<file path="config.mk">
export PLATFORM = sky130hd
export DESIGN_NAME = volume_slew_ramp
export DESIGN_NICKNAME = d
export VERILOG_FILES = /design/src/hdl/vsr_pkg.sv /design/src/hdl/vsr_prep.sv /design/src/hdl/vsr_core.sv /design/src/hdl/volume_slew_ramp.sv
export SDC_FILE = /design/constraint.sdc
export NUM_CORES = 1
export LEC_CHECK = 0
export ABC_CLOCK_PERIOD_IN_PS = 5400
export BUFFER_PORTS_ARGS = -buffer_cell sky130_fd_sc_hd__buf_2
export CAP_MARGIN = 20
export CORE_MARGIN = 5
export CORE_UTILIZATION = 35
export DETAILED_ROUTE_END_ITERATION = 10
export GPL_ROUTABILITY_DRIVEN = 0
export PLACE_DENSITY = 0.62
export SYNTH_ARGS = -nofsm -noshare
export SYNTH_HDL_FRONTEND = slang
export SYNTH_SLANG_ARGS = --single-unit
</file>
<file path="constraint.sdc">
create_clock -name clk -period 5.4 [get_ports clk]
set_input_delay 0.27 -clock clk [delete_from_list [all_inputs] [get_ports clk]]
set_output_delay 0.27 -clock clk [all_outputs]
set_load 0.05 [all_outputs]
</file>
<file path="src/hdl/vsr_pkg.sv">
// ----------------------------------------------------------------------------
// vsr_pkg
// Types and constants shared by the volume slew ramp modules.
// ----------------------------------------------------------------------------
`timescale 1ns / 1ps
`default_nettype none

package vsr_pkg;

  localparam int TIME_BITS   = 32;
  localparam int LEVEL_BITS  = 14;
  localparam int QUOT_BITS   = 11;
  localparam int CFG_DATA_W  = 10;
  localparam int CFG_INDEX_W = 2;

  // reciprocal of ten, rounded down, scaled by 2^16
  localparam logic [12:0] RECIP_TEN    = 13'd6553;
  localparam int          RECIP_SHIFT  = 16;
  localparam logic [LEVEL_BITS-1:0] UNIT_TENTHS = LEVEL_BITS'(10);

  localparam logic [1:0] KIND_SET  = 2'd0;
  localparam logic [1:0] KIND_UP   = 2'd1;
  localparam logic [1:0] KIND_DOWN = 2'd2;

  localparam logic [CFG_INDEX_W-1:0] REG_DISCRETE_MODE   = 2'd0;
  localparam logic [CFG_INDEX_W-1:0] REG_STEP_TENTHS     = 2'd1;
  localparam logic [CFG_INDEX_W-1:0] REG_SWEEP_RANGE     = 2'd2;
  localparam logic [CFG_INDEX_W-1:0] REG_ZERO_INTERVAL_S = 2'd3;

  typedef struct packed {
    logic        req_type;
    logic [13:0] requested_level;
    logic [31:0] now_seconds;
  } item_t;

  typedef struct packed {
    logic [1:0]  cmd_kind;
    logic [13:0] level_out;
    logic        in_sweep;
  } result_t;

  // registered request handed from the input stage to the core
  typedef struct packed {
    logic                  valid;
    logic                  tick;
    logic [13:0]           level;
    logic [31:0]           now;
    logic [QUOT_BITS-1:0]  quot;
  } stage_t;

endpackage

`default_nettype wire

</file>
<file path="src/hdl/vsr_prep.sv">
// ----------------------------------------------------------------------------
// vsr_prep
// Input register; also forms an estimate of the requested level over ten.
// ----------------------------------------------------------------------------
`timescale 1ns / 1ps
`default_nettype none

module vsr_prep (
  input  wire logic           clk,
  input  wire logic           rst,
  input  wire logic           item_valid,
  output logic                item_stall,
  input  wire vsr_pkg::item_t item,
  input  wire logic           advance,
  output vsr_pkg::stage_t     stage
);
  import vsr_pkg::*;

  logic                            accept;
  logic [LEVEL_BITS+13-1:0]        prod;

  assign item_stall = stage.valid && !advance;
  assign accept     = item_valid && !item_stall;

  // estimate is exact or one below the true quotient
  assign prod = LEVEL_BITS'(item.requested_level) * RECIP_TEN;

  always_ff @(posedge clk) begin
    if (rst) begin
      stage.valid <= 1'b0;
    end else if (accept) begin
      stage.valid <= 1'b1;
    end else if (advance) begin
      stage.valid <= 1'b0;
    end
    if (accept) begin
      stage.tick  <= item.req_type;
      stage.level <= item.requested_level;
      stage.now   <= item.now_seconds;
      stage.quot  <= prod[RECIP_SHIFT +: QUOT_BITS];
    end
  end

endmodule

`default_nettype wire

</file>
<file path="src/hdl/vsr_core.sv">
// ----------------------------------------------------------------------------
// vsr_core
// Level state, reset sweep control, configuration registers and result
// register.
// ----------------------------------------------------------------------------
`timescale 1ns / 1ps
`default_nettype none

module vsr_core (
  input  wire logic                                clk,
  input  wire logic                                rst,
  input  wire vsr_pkg::stage_t                     stage,
  output logic                                     advance,
  output logic                                     result_valid,
  input  wire logic                                result_stall,
  output vsr_pkg::result_t                         result,
  input  wire logic                                cfg_we,
  input  wire logic [vsr_pkg::CFG_INDEX_W-1:0]     cfg_index,
  input  wire logic [vsr_pkg::CFG_DATA_W-1:0]      cfg_data
);
  import vsr_pkg::*;

  logic                  discrete_mode;
  logic [6:0]            step_tenths;
  logic [9:0]            sweep_range;
  logic [4:0]            zero_interval_s;

  logic [LEVEL_BITS-1:0] current_level, current_level_next;
  logic [LEVEL_BITS-1:0] target_level, target_level_next;
  logic                  sweeping, sweeping_next;
  logic [9:0]            sweep_count, sweep_count_next;
  logic [TIME_BITS-1:0]  last_zero_time, last_zero_time_next;
  logic                  emit;
  result_t               res_next;

  logic                  fire;
  logic [LEVEL_BITS-1:0] trunc_base, trunc_rem, trunc_level;
  logic [TIME_BITS-1:0]  now_t, elapsed;
  logic                  double_zero;
  logic [LEVEL_BITS-1:0] step, diff, moved;
  logic                  going_down;

  assign advance = !result_valid || !result_stall;
  assign fire    = stage.valid && advance;

  // truncate request to whole units, correcting the low quotient estimate
  assign trunc_base  = (LEVEL_BITS'(stage.quot) << 3) + (LEVEL_BITS'(stage.quot) << 1);
  assign trunc_rem   = stage.level - trunc_base;
  assign trunc_level = (trunc_rem >= UNIT_TENTHS) ? trunc_base + UNIT_TENTHS : trunc_base;

  assign now_t       = TIME_BITS'(stage.now);
  assign elapsed     = now_t - last_zero_time;
  assign double_zero = (zero_interval_s == 5'd0) ||
                       (elapsed <= TIME_BITS'(zero_interval_s));

  // slew step toward the target, clamped there
  always_comb begin
    if (discrete_mode) begin
      step = (step_tenths == 7'd0) ? LEVEL_BITS'(1) : LEVEL_BITS'(step_tenths);
    end else begin
      step = UNIT_TENTHS;
    end
    going_down = current_level > target_level;
    diff       = going_down ? current_level - target_level : target_level - current_level;
    if (diff > step) begin
      moved = going_down ? current_level - step : current_level + step;
    end else begin
      moved = target_level;
    end
  end

  always_comb begin
    current_level_next  = current_level;
    target_level_next   = target_level;
    sweeping_next       = sweeping;
    sweep_count_next    = sweep_count;
    last_zero_time_next = last_zero_time;
    emit                = 1'b0;
    res_next            = '0;
    if (!stage.tick) begin
      if (!sweeping) begin
        if (!discrete_mode && stage.level == '0) begin
          if (double_zero) begin
            sweeping_next    = 1'b1;
            sweep_count_next = sweep_range;
          end else begin
            last_zero_time_next = now_t;
          end
        end
        target_level_next = discrete_mode ? stage.level : trunc_level;
      end
    end else if (sweeping) begin
      if (sweep_count == '0) begin
        sweeping_next      = 1'b0;
        current_level_next = '0;
      end else begin
        sweep_count_next = sweep_count - 10'd1;
      end
      emit               = 1'b1;
      res_next.cmd_kind  = KIND_DOWN;
      res_next.level_out = current_level_next;
      res_next.in_sweep  = 1'b1;
    end else if (current_level != target_level) begin
      current_level_next = moved;
      emit               = 1'b1;
      res_next.level_out = moved;
      res_next.in_sweep  = 1'b0;
      if (discrete_mode) begin
        res_next.cmd_kind = KIND_SET;
      end else begin
        res_next.cmd_kind = going_down ? KIND_DOWN : KIND_UP;
      end
    end
  end

  always_ff @(posedge clk) begin
    if (rst) begin
      current_level  <= '0;
      target_level   <= '0;
      sweeping       <= 1'b0;
      sweep_count    <= '0;
      last_zero_time <= '0;
    end else if (fire) begin
      current_level  <= current_level_next;
      target_level   <= target_level_next;
      sweeping       <= sweeping_next;
      sweep_count    <= sweep_count_next;
      last_zero_time <= last_zero_time_next;
    end
  end

  always_ff @(posedge clk) begin
    if (rst) begin
      result_valid <= 1'b0;
    end else if (advance) begin
      result_valid <= fire && emit;
    end
  end

  always_ff @(posedge clk) begin
    if (fire && emit) begin
      result <= res_next;
    end
  end

  always_ff @(posedge clk) begin
    if (rst) begin
      discrete_mode   <= 1'b0;
      step_tenths     <= 7'd10;
      sweep_range     <= 10'd100;
      zero_interval_s <= 5'd2;
    end else if (cfg_we) begin
      case (cfg_index)
        REG_DISCRETE_MODE:   discrete_mode   <= cfg_data[0];
        REG_STEP_TENTHS:     step_tenths     <= cfg_data[6:0];
        REG_SWEEP_RANGE:     sweep_range     <= cfg_data[9:0];
        REG_ZERO_INTERVAL_S: zero_interval_s <= cfg_data[4:0];
        default: ;
      endcase
    end
  end

`ifndef SYNTHESIS
  a_sweep_is_down: assert property (@(posedge clk) disable iff (rst)
    result_valid && result.in_sweep |-> result.cmd_kind == KIND_DOWN)
    else $error("sweep result is not a down command");

  a_sweep_end_zero: assert property (@(posedge clk) disable iff (rst)
    $fell(sweeping) |-> current_level == '0 && result_valid && result.level_out == '0)
    else $error("sweep ended without zero level");

  a_sweep_start_target: assert property (@(posedge clk) disable iff (rst)
    $rose(sweeping) |-> target_level == '0)
    else $error("sweep started with non-zero target");
`endif

endmodule

`default_nettype wire

</file>
<file path="src/hdl/volume_slew_ramp.sv">
// ----------------------------------------------------------------------------
// volume_slew_ramp
// Slew-limited volume level controller with stepped and discrete output.
// ----------------------------------------------------------------------------
// path: a tick's command passes through the input register, then the result register
// throughput: one request per cycle while the result is not stalled; the level update is a single pass
//   between the input register and the result register
// reset: synchronous; level, target, sweep and registers return to defaults
`timescale 1ns / 1ps
`default_nettype none

module volume_slew_ramp (
  input  wire logic                                clk,
  input  wire logic                                rst,
  input  wire logic                                item_valid,
  output logic                                     item_stall,
  input  wire vsr_pkg::item_t                      item,
  output logic                                     result_valid,
  input  wire logic                                result_stall,
  output vsr_pkg::result_t                         result,
  input  wire logic                                cfg_we,
  input  wire logic [vsr_pkg::CFG_INDEX_W-1:0]     cfg_index,
  input  wire logic [vsr_pkg::CFG_DATA_W-1:0]      cfg_data
);
  import vsr_pkg::*;

  stage_t stage;
  logic   advance;

  vsr_prep u_prep (
    .clk        (clk),
    .rst        (rst),
    .item_valid (item_valid),
    .item_stall (item_stall),
    .item       (item),
    .advance    (advance),
    .stage      (stage)
  );

  vsr_core u_core (
    .clk          (clk),
    .rst          (rst),
    .stage        (stage),
    .advance      (advance),
    .result_valid (result_valid),
    .result_stall (result_stall),
    .result       (result),
    .cfg_we       (cfg_we),
    .cfg_index    (cfg_index),
    .cfg_data     (cfg_data)
  );

endmodule

`default_nettype wire
</file>
**Word level (Yosys, flattened, before mapping)**

Cells that the tools add are included.

- Input port bits: 64
- Logic and storage cells: 105
- Output and inout port bits: 19
- Register bits: 171

- Add/sub/neg operators: 9
- Reduce and logical (&&, ||, !) cells: 30
- Bitwise operators: 4
- Equal/unequal tests: 7
- Magnitude comparators: 4
- Mux-type cells: 31
- Multipliers: 1

Operators with widths:

| cell | count |
|---|---|
| $mux 14 | 8 |
| $mux 10 | 6 |
| $sub 14x14->14 | 4 |
| $mux 17 | 2 |
| $le 32x5->1 | 1 |
| $sub 32x32->32 | 1 |
| $gt 14x14->1 | 2 |
| $mul 14x13->27 const B | 1 |
| $add 14x12->14 | 1 |
| $add 14x14->14 | 1 |
| $add 14x4->14 const B | 1 |
| $ge 14x4->1 const B | 1 |
| $logic_not 14->1 | 1 |
| $mux 7 | 2 |
| $ne 14x14->1 | 1 |
| $mux 1 | 11 |
| $logic_not 10->1 | 1 |
| $sub 10x1->10 const B | 1 |
| $reduce_and 2->1 | 4 |
| $reduce_bool 2->1 | 4 |
| $logic_not 7->1 | 1 |
| $reduce_and 3->1 | 2 |
| $reduce_and 6->1 | 1 |
| $logic_and 1x1->1 | 5 |
| 12 further kinds | 23 |

**Logic depth before layout (Yosys ltp)**

Gate-level depths: netlist (run 1).

- Depth in word-level cells: 8
- Depth in mapped cells: 26
- Mapped depth without buffers: 24

**Modules after synthesis**

A second synthesis (run 1) with hierarchy kept.

- Cell total of the unflattened synthesis: 1,735
- Area, all modules: 15,444.8 sq um

By module, submodules not included:

| module | cells an instance | area an instance (sq um) | times used |
|---|---|---|---|
| vsr_core | 1,348 | 10,550.1 | 1 |
| vsr_prep | 387 | 4,894.7 | 1 |

**Worst setup path after synthesis (run 1)**

OpenSTA, ideal clock, no wires.

- Kind: register to register
- From: reg u_core.current_level[0]
- To: reg, netlist name u_core.result[13]
- Path buffers: 2
- Stages on the path, launching flop included: 26
- Setup slack: 0.345 ns
- Arrival: 4.784 ns
- Period minus slack after synthesis: 5.055 ns
- Library setup time: 0.271 ns
- Path through: dfxtp_1 > inv_1 > ha_1 > inv_1 > fa_1 > a211oi_2 > nor2_1 > o31ai_1 > a31oi_2 > a41oi_4 > buf_4 > buf_1 > nor2_1 > xnor2_1 > ha_1 > nor2b_1 > o21ai_0 > a21boi_0 > o21ai_0 > a21boi_0 > o21ai_0 > a21oi_1 > o41ai_1 > xnor2_1 > mux2i_1 > o22ai_1

- Word-level cells in the longest chain between the ends: 6
- Elaborated cells on any way between the ends: 12
- Classes of those cells: 4 x add/sub; 2 x order compare; 1 x eq/ne; 5 x mux

RTL lines:

| element | line | RTL |
|---|---|---|
| start: declaration | vsr_core.sv:28 | `logic [LEVEL_BITS-1:0] current_level, current_level_next;` |
| start signal: assignment | vsr_core.sv:124 | `current_level <= current_level_next;` |
| $sub 14x14->14 / $gt 14x14->1 (equally long branches) | vsr_core.sv:64, vsr_core.sv:63 |  |
| $mux 14 | vsr_core.sv:64 | `diff = going_down ? current_level - target_level : target_level - current_level;` |
| $gt 14x14->1 | vsr_core.sv:65 | `if (diff > step) begin` |
| $mux 14 | vsr_core.sv:65 |  |
| $mux 17 * | vsr_core.sv:103 | `end else if (current_level != target_level) begin` |
| $mux 17 * | vsr_core.sv:92 | `end else if (sweeping) begin` |

Mark *: on every way between the ends. The rest lies on a longest branch, timed or not.
A chain may end at the register's enable or synchronous reset.

**Worst setup path after layout (run 1)**

- From: reg u_core.current_level[0]
- To: reg, netlist name u_core.result[3]

- Word-level cells in the longest chain between the ends: 6
- Elaborated cells on any way between the ends: 12
- Classes of those cells: 4 x add/sub; 2 x order compare; 1 x eq/ne; 5 x mux

RTL lines:

| element | line |
|---|---|
| $sub 14x14->14 / $gt 14x14->1 (equally long branches) | vsr_core.sv:64, vsr_core.sv:63 |
| $mux 14 | vsr_core.sv:64 |
| $gt 14x14->1 | vsr_core.sv:65 |
| $mux 14 | vsr_core.sv:65 |
| $mux 17 * | vsr_core.sv:103 |
| $mux 17 * | vsr_core.sv:92 |

Marks and branches as above.

==> metrics.md, run 1 <==
| Metric | Value |
|---|---|
| Required arrival time at the worst endpoint | 5540 ps |
| Pin count of the biggest net entering global routing | 76 |
| Wire length of the first global-routing pass | 64500 µm |
| Placement Setup Slack | between 30 and 40 ps |
| Worst-case clock skew | approximately 16 ps |
| Most used flip-flop cell after synthesis | sky130_fd_sc_hd__dfxtp_1 |
| Core area | 43000 µm² |
| Instance count after placement with tap cells included | 2338 |
| Net count after synthesis | 2018 |
| Worst R2R Setup Slack | 200 ps |
| Highest clock rate | 192 MHz |
| Share of layout cells above drive strength 1 | 9.99% |
| Number of global-route vias before repair | approximately 12000 |
| Cell at the root of the clock tree | sky130_fd_sc_hd__clkbuf_16 |
| Remaining Overflow, GRT | 0 |
| Outcome | completed |
| Maximum root-to-sink buffer count | 2 |
| Area added between synthesis and finish | 13.6% |
| Final TNS setup | 0 ps |
| Slowest Stage Delay on Critical Path | a little over 400 ps |
| Clock-pin slew of the registers on the worst-case setup and hold paths | 70 ps |
| Arrival time of data at the critical path endpoint | 5340 ps |
| DRT iter0 DRCs | 719 |
| Number of warning messages in the yosys log | 0 |
| Number of storage elements in the synthesis netlist | 171 |
| Insertion delay of the later-clocked pin in the worst-skew pair | 460 ps |
| Async SR Flop Fraction | 0% |
| Detailed-placement wirelength estimate | 30900 µm |
| Number of enable flip-flop cells after synthesis | 75 |
| Crit end category | flip-flop |
| IO Port Bufs | 82 |
| Start point of the critical path | u_core.current_level[0] |
| Worst relative slew slack | a little over two fifths |
| Average wire per standard cell | 16.3 µm |
| Total CTS buffers | 17 |
| Critical Path Slowest Stage Cell | sky130_fd_sc_hd__fa_1 |
| Die outline height | roughly 220 µm |
| Final number of setup-violating endpoints | 0 |
| Layout net count | 2125 |
| Crit Reg-Reg Startpoint | u_core.current_level[0] |
| Worst min-delay path class | in2reg |
| Chain of cells forming the critical path | inv_1 -> ha_1 -> inv_1 -> fa_1 -> a211oi_2 -> nor2_1 -> o31ai_2 -> a31oi_2 -> a41oi_4 -> buf_4 -> mux2i_1 -> o22ai_1 -> a221oi_1 -> xnor2_1 -> ha_1 -> o21ai_0 -> a21oi_1 -> nor3_1 -> nor2_1 -> nor4_4 -> o211ai_4 -> buf_12 -> mux2i_1 -> o22ai_1 |
| Number of top-level pins | 83 |
| Number of nets still failing antenna checks after routing | 0 |
| Maximum fanout encountered on the critical timing path | 14 |
| Average cell area after synthesis | 8.90 µm² |
| Vias after detailed routing | 12600 |
| Routed met3 length | 1730 µm |
| Final Hold Violating Endpoints | 0 |
| Number of H-tree levels | 4 |
| Number of library cell types mapped by synthesis | 84 |
| Highest layer used for signal routing | met4 |
| Max Cap Violations | 0 |
| Share of the cycle needed by the critical path after routing | 96.3% |
| Top library cells by usage in the layout, fill and taps aside | 200 x sky130_fd_sc_hd__inv_1, 199 x sky130_fd_sc_hd__ha_1, 135 x sky130_fd_sc_hd__nor2_1 |
| Worst setup SP type | flip-flop |
| Worst R2R Path Depth | 24 |
| Met1 Wirelength | ~19000 µm |
| Clock period minus worst slack | approximately 5200 ps |
| Met2 Routed Length | 17700 µm |
| Critical path destination | u_core.result[3] |
| Most common cell after layout, fill and taps aside | sky130_fd_sc_hd__inv_1 |
| Number of iterations in the first detailed-routing pass | 6 |
| Max-slew violation count | 0 |
| Horizontal die dimension | 218 µm |
| Detailed Route WL | 39200 µm |
| Fraction of the yosys area taken by sequential cells | 27.6% |
| Clock tree from TritonCTS | built |
| Post-route DRC violation count | 0 |
| Type of the setup path with the least slack | reg2reg |
| Syn Std Cell Area | about 15000 µm² |
| Num Clock Sinks | 171 |
| Transition time at the pin with the least slew margin | 871 ps |
| Standard-cell row count | 76 |
| Post-layout worst setup margin | around 200 ps |
| Initial cell density of the core | a little over a third |
| Number of antenna violations at the first check in global routing | 2 |
| Layout Cells excl Fill | 2408 |
| Number of vias per cell after detailed routing | 5.21 |
| DIE AREA | 47500 µm² |
| Aggregate global-route resource usage | 16.5% |
| Endpoint of the lowest-slack register-to-register path | u_core.result[3] |
| Syn Inst Count | roughly 1700 |
per-layer routing:
layer / track usage [%] / vias up
met5: 0 / -
met4: 4.98 / 0
met3: 2.54 / 55
met2: 26.6 / 311
met1: 23.0 / 5948
li1: - / 6239
area by class of cell:
type	count	area [µm²]
multi-input combinational	1273	10000
antenna	2	5.00
clock inverter	14	143
fill	4287	25800
tap	585	732
clock buffer	18	429
timing repair buffer	143	958
sequential	171	4170
inverter	202	758
cells in the mapped netlist (33+ instances only):
master | n | area, µm²
sky130_fd_sc_hd__o21ai_0 | 65 | 325
sky130_fd_sc_hd__nand2_1 | 116 | 435
sky130_fd_sc_hd__dfxtp_1 | 96 | 1920
sky130_fd_sc_hd__nor3_1 | 50 | 250
sky130_fd_sc_hd__a21o_1 | 33 | 248
sky130_fd_sc_hd__nor2_1 | 135 | 507
sky130_fd_sc_hd__edfxtp_1 | 75 | 2250
sky130_fd_sc_hd__inv_1 | 200 | 751
sky130_fd_sc_hd__ha_1 | 200 | 2500
sky130_fd_sc_hd__mux2i_1 | 78 | 781
sky130_fd_sc_hd__a21oi_1 | 102 | 510
sky130_fd_sc_hd__xnor2_1 | 46 | 403
sky130_fd_sc_hd__fa_1 | 53 | 1060
worst max-delay path, delay by kind of cell (launching register included):
kind / cells / cell delay (ps)
AO/OA/AOI/OAI: 10 / 1930
XOR/XNOR: 1 / 180
adder cells (fa/ha/maj): 3 / 880
buffers and inverters: 4 / 540
flip-flops: 1 / 340
multiplexers: 2 / 470
AND/OR/NAND/NOR: 4 / 550
worst min-delay path by stage:
| stage | endpoint | slack (ps) | from | depth (start not counted) |
|---|---|---|---|---|
| 2_1_floorplan | u_prep.stage[11] | 370 | item[0] | 0 |
| 6_report | u_prep.stage[11] | 30 | item[0] | 1 |
| 4_1_cts | u_prep.stage[58] | 10 | item_valid | 2 |
| 5_1_grt | u_prep.stage[11] | 30 | item[0] | 1 |
| 3_3_place_gp | u_core.sweep_range[7] | 440 | u_core.sweep_range[7] | 2 |
| 3_5_place_dp | u_prep.stage[57] | 450 | item[46] | 1 |
timing repair:
action                                 in CTS  in global routing
buffers inserted                            0                  5
setup endpoints to repair                   0                 39
endpoints found under the hold margin      31                  0
hold buffers                               31                  0
resized for setup                           0                  8
stage by stage:
stage          util, %  hold WS, ps  instance area [µm²]
6_report          40.0         30.9                17200
5_1_grt           40.0         27.9                17200
4_1_cts           39.8         11.3                17100
3_5_place_dp      37.8          448                16200
3_3_place_gp      37.8          443                16200
2_1_floorplan        -          369                15100
cells by family after synthesis:
group	after synthesis	share of synthesized area, %
multiplexers	83	5.55
flip-flops	171	27.6
XOR/XNOR	75	4.43
AND/OR/NAND/NOR	478	15.5
AO/OA/AOI/OAI	384	16.8
buffers and inverters	257	6.72
adder cells (fa/ha/maj)	253	23.5
flip-flops by register name, indices dropped and copies added (netlist names):
register                cells
u_core.target_level        14
u_core.result              17
u_core.result_valid         1
u_core.sweeping             1
u_core.discrete_mode        1
u_prep.stage               59
u_core.sweep_range         10
u_core.current_level       14
u_core.sweep_count         10
u_core.last_zero_time      32
u_core.zero_interval_s      5
u_core.step_tenths          7
Power of run 1 is left out: the tool's default activity adds up to more than one toggle a clock period on the data nets, which glitch-free logic cannot reach.
==> run 2, diff against run 1 <==
ABC_AREA = 1   (was unset)
==> metrics.md, run 2 <==
| Metric | Value |
|---|---|
| Outcome | completed (unchanged) |
| Worst relative slew slack | 26.9% (was 41.9%) |
| RSZ-0062 raised after global routing | false |
| Arrival time of data at the critical path endpoint | 5030 ps (was 5340 ps) |
| Dominant cell by count in the synthesized netlist | sky130_fd_sc_hd__nand2_1 |
| Worst setup SP type | flip-flop (unchanged) |
| Wire length of the first global-routing pass | 68200 µm (was 64500 µm) |
| Slowest Stage Delay on Critical Path | 490 ps (was 410 ps) |
| Most frequent cell on the critical path | sky130_fd_sc_hd__nand2_1 |
| Total CTS buffers | 17 (unchanged) |
| Post-route DRC violation count | 0 (unchanged) |
| Most used flip-flop cell after synthesis | sky130_fd_sc_hd__dfxtp_1 (unchanged) |
| Top library cells by usage in the layout, fill and taps aside | 468 x sky130_fd_sc_hd__nand2_1, 370 x sky130_fd_sc_hd__inv_1, 200 x sky130_fd_sc_hd__ha_1 (was 200 x sky130_fd_sc_hd__inv_1, 199 x sky130_fd_sc_hd__ha_1, 135 x sky130_fd_sc_hd__nor2_1) |
| Crit end category | flip-flop (unchanged) |
| Syn Std Cell Area | 15900 µm² (was 15100 µm²) |
| Area added between synthesis and finish | 12.2% (was 13.6%) |
| DIE AREA | 49700 µm² (was 47500 µm²) |
| Biggest register | u_prep.stage (unchanged) |
| Clock tree from TritonCTS | built (unchanged) |
| Number of H-tree levels | 4 (unchanged) |
| Reg area | 4170 µm² (unchanged) |
| Share of Yosys cell area claimed by the top area cell type | 15.8% (was 16.5%) |
| Vias after detailed routing | 14200 (was 12600) |
| Max-slew violation count | 0 (unchanged) |
| Share of layout cells above drive strength 1 | 7.30% (was 9.99%) |
| Net count after synthesis | 2481 (was 2018) |
| Final number of setup-violating endpoints | 0 (unchanged) |
| Number of top-level pins | 83 (unchanged) |
| Number of antenna violations at the first check in global routing | 0 (was 2) |
| Initial cell density of the core | 35.2% (about the same) |
| Aggregate global-route resource usage | 16.5% (about the same) |
| Average cell area after synthesis | 7.34 µm² (was 8.90 µm²) |
| Simple logic cell fraction of the synthesized area | 24.1% (was 15.5%) |
| Maximum fanout encountered on the critical timing path | 27 (was 14) |
| Area contributors post-synth | sky130_fd_sc_hd__ha_1 16%, sky130_fd_sc_hd__edfxtp_1 14%, sky130_fd_sc_hd__dfxtp_1 12% (was sky130_fd_sc_hd__ha_1 17%, sky130_fd_sc_hd__edfxtp_1 15%, sky130_fd_sc_hd__dfxtp_1 13%) |
| Remaining Overflow, GRT | 0 (unchanged) |
| Adder and majority gate portion of the synthesized area | 22.4% (was 23.5%) |
| Worst R2R Setup Slack | 570 ps (was 200 ps) |
| Endpoint with the worst hold slack | u_prep.stage[11] (unchanged) |
| Filler Cells Inserted | 4686 (was 4287) |
| Clock-pin slew of the registers on the worst-case setup and hold paths | 80 ps (was 70 ps) |
| Number of vias per cell after detailed routing | 4.95 (was 5.21) |
| Cell at the root of the clock tree | sky130_fd_sc_hd__clkbuf_16 (unchanged) |
| Flip-flop count of the largest register after layout | 59 (unchanged) |
| Instance count after placement with tap cells included | 2811 (was 2338) |
| HP Start | item[0] (unchanged) |
| Highest clock rate | 207 MHz (was 192 MHz) |
| Standard-cell row count | 78 (was 76) |
| Ratio of total power to cell area | 648 nW/µm² |
| Number of storage elements in the synthesis netlist | 171 (unchanged) |
| Detailed-placement wirelength estimate | 32600 µm (was 30900 µm) |
| Core area | 45100 µm² (was 43000 µm²) |
| Final Hold Violating Endpoints | 0 (unchanged) |
| Number of enable flip-flop cells after synthesis | 75 (unchanged) |
| Detailed Route WL | 41100 µm (was 39200 µm) |
| Number of nets still failing antenna checks after routing | 0 (unchanged) |
| Number of library cell types mapped by synthesis | 50 (was 84) |
| XOR/XNOR share of the synthesized area | 4.03% (was 4.43%) |
| Critical Path Slowest Stage Cell | sky130_fd_sc_hd__o31ai_1 (was sky130_fd_sc_hd__fa_1) |
| Clock period minus worst slack | 4830 ps (was 5200 ps) |
| Worst R2R Path Depth | 25 (was 24) |
| Multi-input combinational cell area | 10100 µm² (was 10000 µm²) |
| Setup repair bufs after CTS | 0 (unchanged) |
| Biggest registers after layout | u_prep.stage: 59 flops, u_core.last_zero_time: 32 flops, u_core.result: 17 flops (unchanged) |
| Insertion delay of the later-clocked pin in the worst-skew pair | 470 ps (was 460 ps) |
| Pin count of the biggest net entering global routing | 65 (was 76) |
| Crit Reg-Reg Startpoint | u_core.target_level[1] (was u_core.current_level[0]) |
| Library cell with the largest summed area after synthesis | sky130_fd_sc_hd__ha_1 (unchanged) |
| Die outline height | 223 µm (was 218 µm) |
| Multiplexer fraction of the synthesized cell area | 0.378% (was 5.55%) |
| Layout net count | 2579 (was 2125) |
| Largest family of logic cells by synthesized area | simple AND/OR/NAND/NOR gates (was adder cells) |
| Share of the synthesized area in compound gates (AO/OA/AOI/OAI) | 12.5% (was 16.8%) |
| Number of warning messages in the yosys log | 0 (unchanged) |
| Transition time at the pin with the least slew margin | 1100 ps (was 871 ps) |
| Maximum root-to-sink buffer count | 2 (unchanged) |
| Total leakage power | 0.00870 µW |
| Cells on Worst Hold Path | 1 (unchanged) |
| Type of the setup path with the least slack | reg2reg (unchanged) |
| Most used standard cells in the synthesized netlist | 468 x sky130_fd_sc_hd__nand2_1, 371 x sky130_fd_sc_hd__inv_1, 200 x sky130_fd_sc_hd__ha_1 (was 200 x sky130_fd_sc_hd__ha_1, 200 x sky130_fd_sc_hd__inv_1, 135 x sky130_fd_sc_hd__nor2_1) |
| Num Clock Sinks | 171 (unchanged) |
| Required arrival time at the worst endpoint | 5600 ps (was 5540 ps) |
| Endpoint of the lowest-slack register-to-register path | u_core.result[14] (was u_core.result[3]) |
| Final TNS setup | 0 ps (unchanged) |
| Antenna diode instance count | 0 (was 2) |
| Maximum vdd ir drop | 0.000369 V |
| Horizontal die dimension | 223 µm (was 218 µm) |
| Layout Cells excl Fill | 2875 (was 2408) |
| Max Cap Violations | 0 (unchanged) |
| Share of the cycle needed by the critical path after routing | 89.4% (was 96.3%) |
| Worst-case clock skew | 13.3 ps (was 16.0 ps) |
| Syn Inst Count | 2164 (was 1701) |
| Async SR Flop Fraction | 0% (unchanged) |
| Most common cell after layout, fill and taps aside | sky130_fd_sc_hd__nand2_1 (was sky130_fd_sc_hd__inv_1) |
| Number of iterations in the first detailed-routing pass | 6 (unchanged) |
| IO Port Bufs | 82 (unchanged) |
| DRT iter0 DRCs | 980 (was 719) |
| Number of global-route vias before repair | 13800 (was 12400) |
| Average wire per standard cell | 14.3 µm (was 16.3 µm) |
| Fraction of the yosys area taken by sequential cells | 26.3% (was 27.6%) |
| Worst min-delay path class | in2reg (unchanged) |
## run 2: cell types whose count changed in the layout (fill, tap and decap cells not counted), sizes merged, moves of 23 or more
cell / delta
mux2i: -72
nand3: +104
nand4: +32
nor3: -33
nand2: +372
inv: +184
buf: -23
a21oi: +95
a21o: -27
## run 2: report_power, final
part           internal (µW)  switching [µW]  total (µW)
Combinational           3010            5510        8520
Sequential              1620             138        1760
Clock                    626             634        1260
## run 2: kinds of logic (layout without fill, tap and decap cells)
kind of cell,after synthesis,after routing
AND/OR/NAND/NOR,879,879
buffers and inverters,423,534
adder cells (fa/ha/maj),253,253
flip-flops,171,171
multiplexers,6,6
AO/OA/AOI/OAI,359,359
XOR/XNOR,73,73
## run 2: how the worst max path moves through the flow
stage / startpoint / slack [ps] / end / cells after the start
6_report: u_core.target_level[1] / 570 / u_core.result[14] / 25
5_1_grt: u_core.target_level[1] / 140 / u_core.result[9] / 28
4_1_cts: u_core.current_level[0] / 630 / u_core.result[14] / 27
3_5_place_dp: item[41] / 160 / u_prep.stage[10] / 20
3_3_place_gp: item[41] / 240 / u_prep.stage[10] / 20
2_1_floorplan: item[40] / 780 / u_prep.stage[10] / 19
## run 2: final cells by class
cell class              count  share of cell area [%]
multi-input cells        1570                    56.6
repair buffers            121                    4.42
inverters                 381                    8.03
clock buffers              17                    2.39
flip-flops and latches    171                    23.4
clock inverters            15                   0.948
well taps                 600                    4.21
## run 2: critical path, delay by kind of cell, from the launching register on
family / cells / cell delay, ps
AO/OA/AOI/OAI: 4 / 1010
XOR/XNOR: 2 / 330
adder cells (fa/ha/maj): 2 / 800
buffers and inverters: 3 / 320
flip-flops: 1 / 470
AND/OR/NAND/NOR: 14 / 1610
## run 2: routing by layer
| layer | vias up | part of all wire (%) | GRT usage (%) |
|---|---|---|---|
| li1 | 7284 | - | - |
| met1 | 6532 | 47 | 22.0 |
| met2 | 359 | 47 | 27.6 |
| met3 | 64 | 4.2 | 2.18 |
| met4 | 0 | 2.2 | 5.71 |
| met5 | - | 0 | 0 |
## run 2: stage by stage
| step | utilization, % | hold slack (ps) | cell area, µm² | worst slack (ps) | power, µW |
|---|---|---|---|---|---|
| CTS | 39.5 | 8.47 | 17800 | 629 | 11500 |
| finish | 39.5 | 33.8 | 17800 | 573 | 11500 |
| global route | 39.5 | 11.0 | 17800 | 143 | 12700 |
| floorplan | - | 369 | 15900 | 780 | 8450 |
| detailed placement | 37.5 | 448 | 16900 | 159 | 10100 |
| global placement | 37.5 | 442 | 16900 | 245 | 9950 |
## run 2: what timing repair did
action / CTS / global route
endpoints found under the setup margin: 0 / 0
hold buffers: 32 / 0
hold endpoints to repair: 32 / 0
resized for setup: 0 / 0
Note: power is estimated with default switching activity, not from simulation.
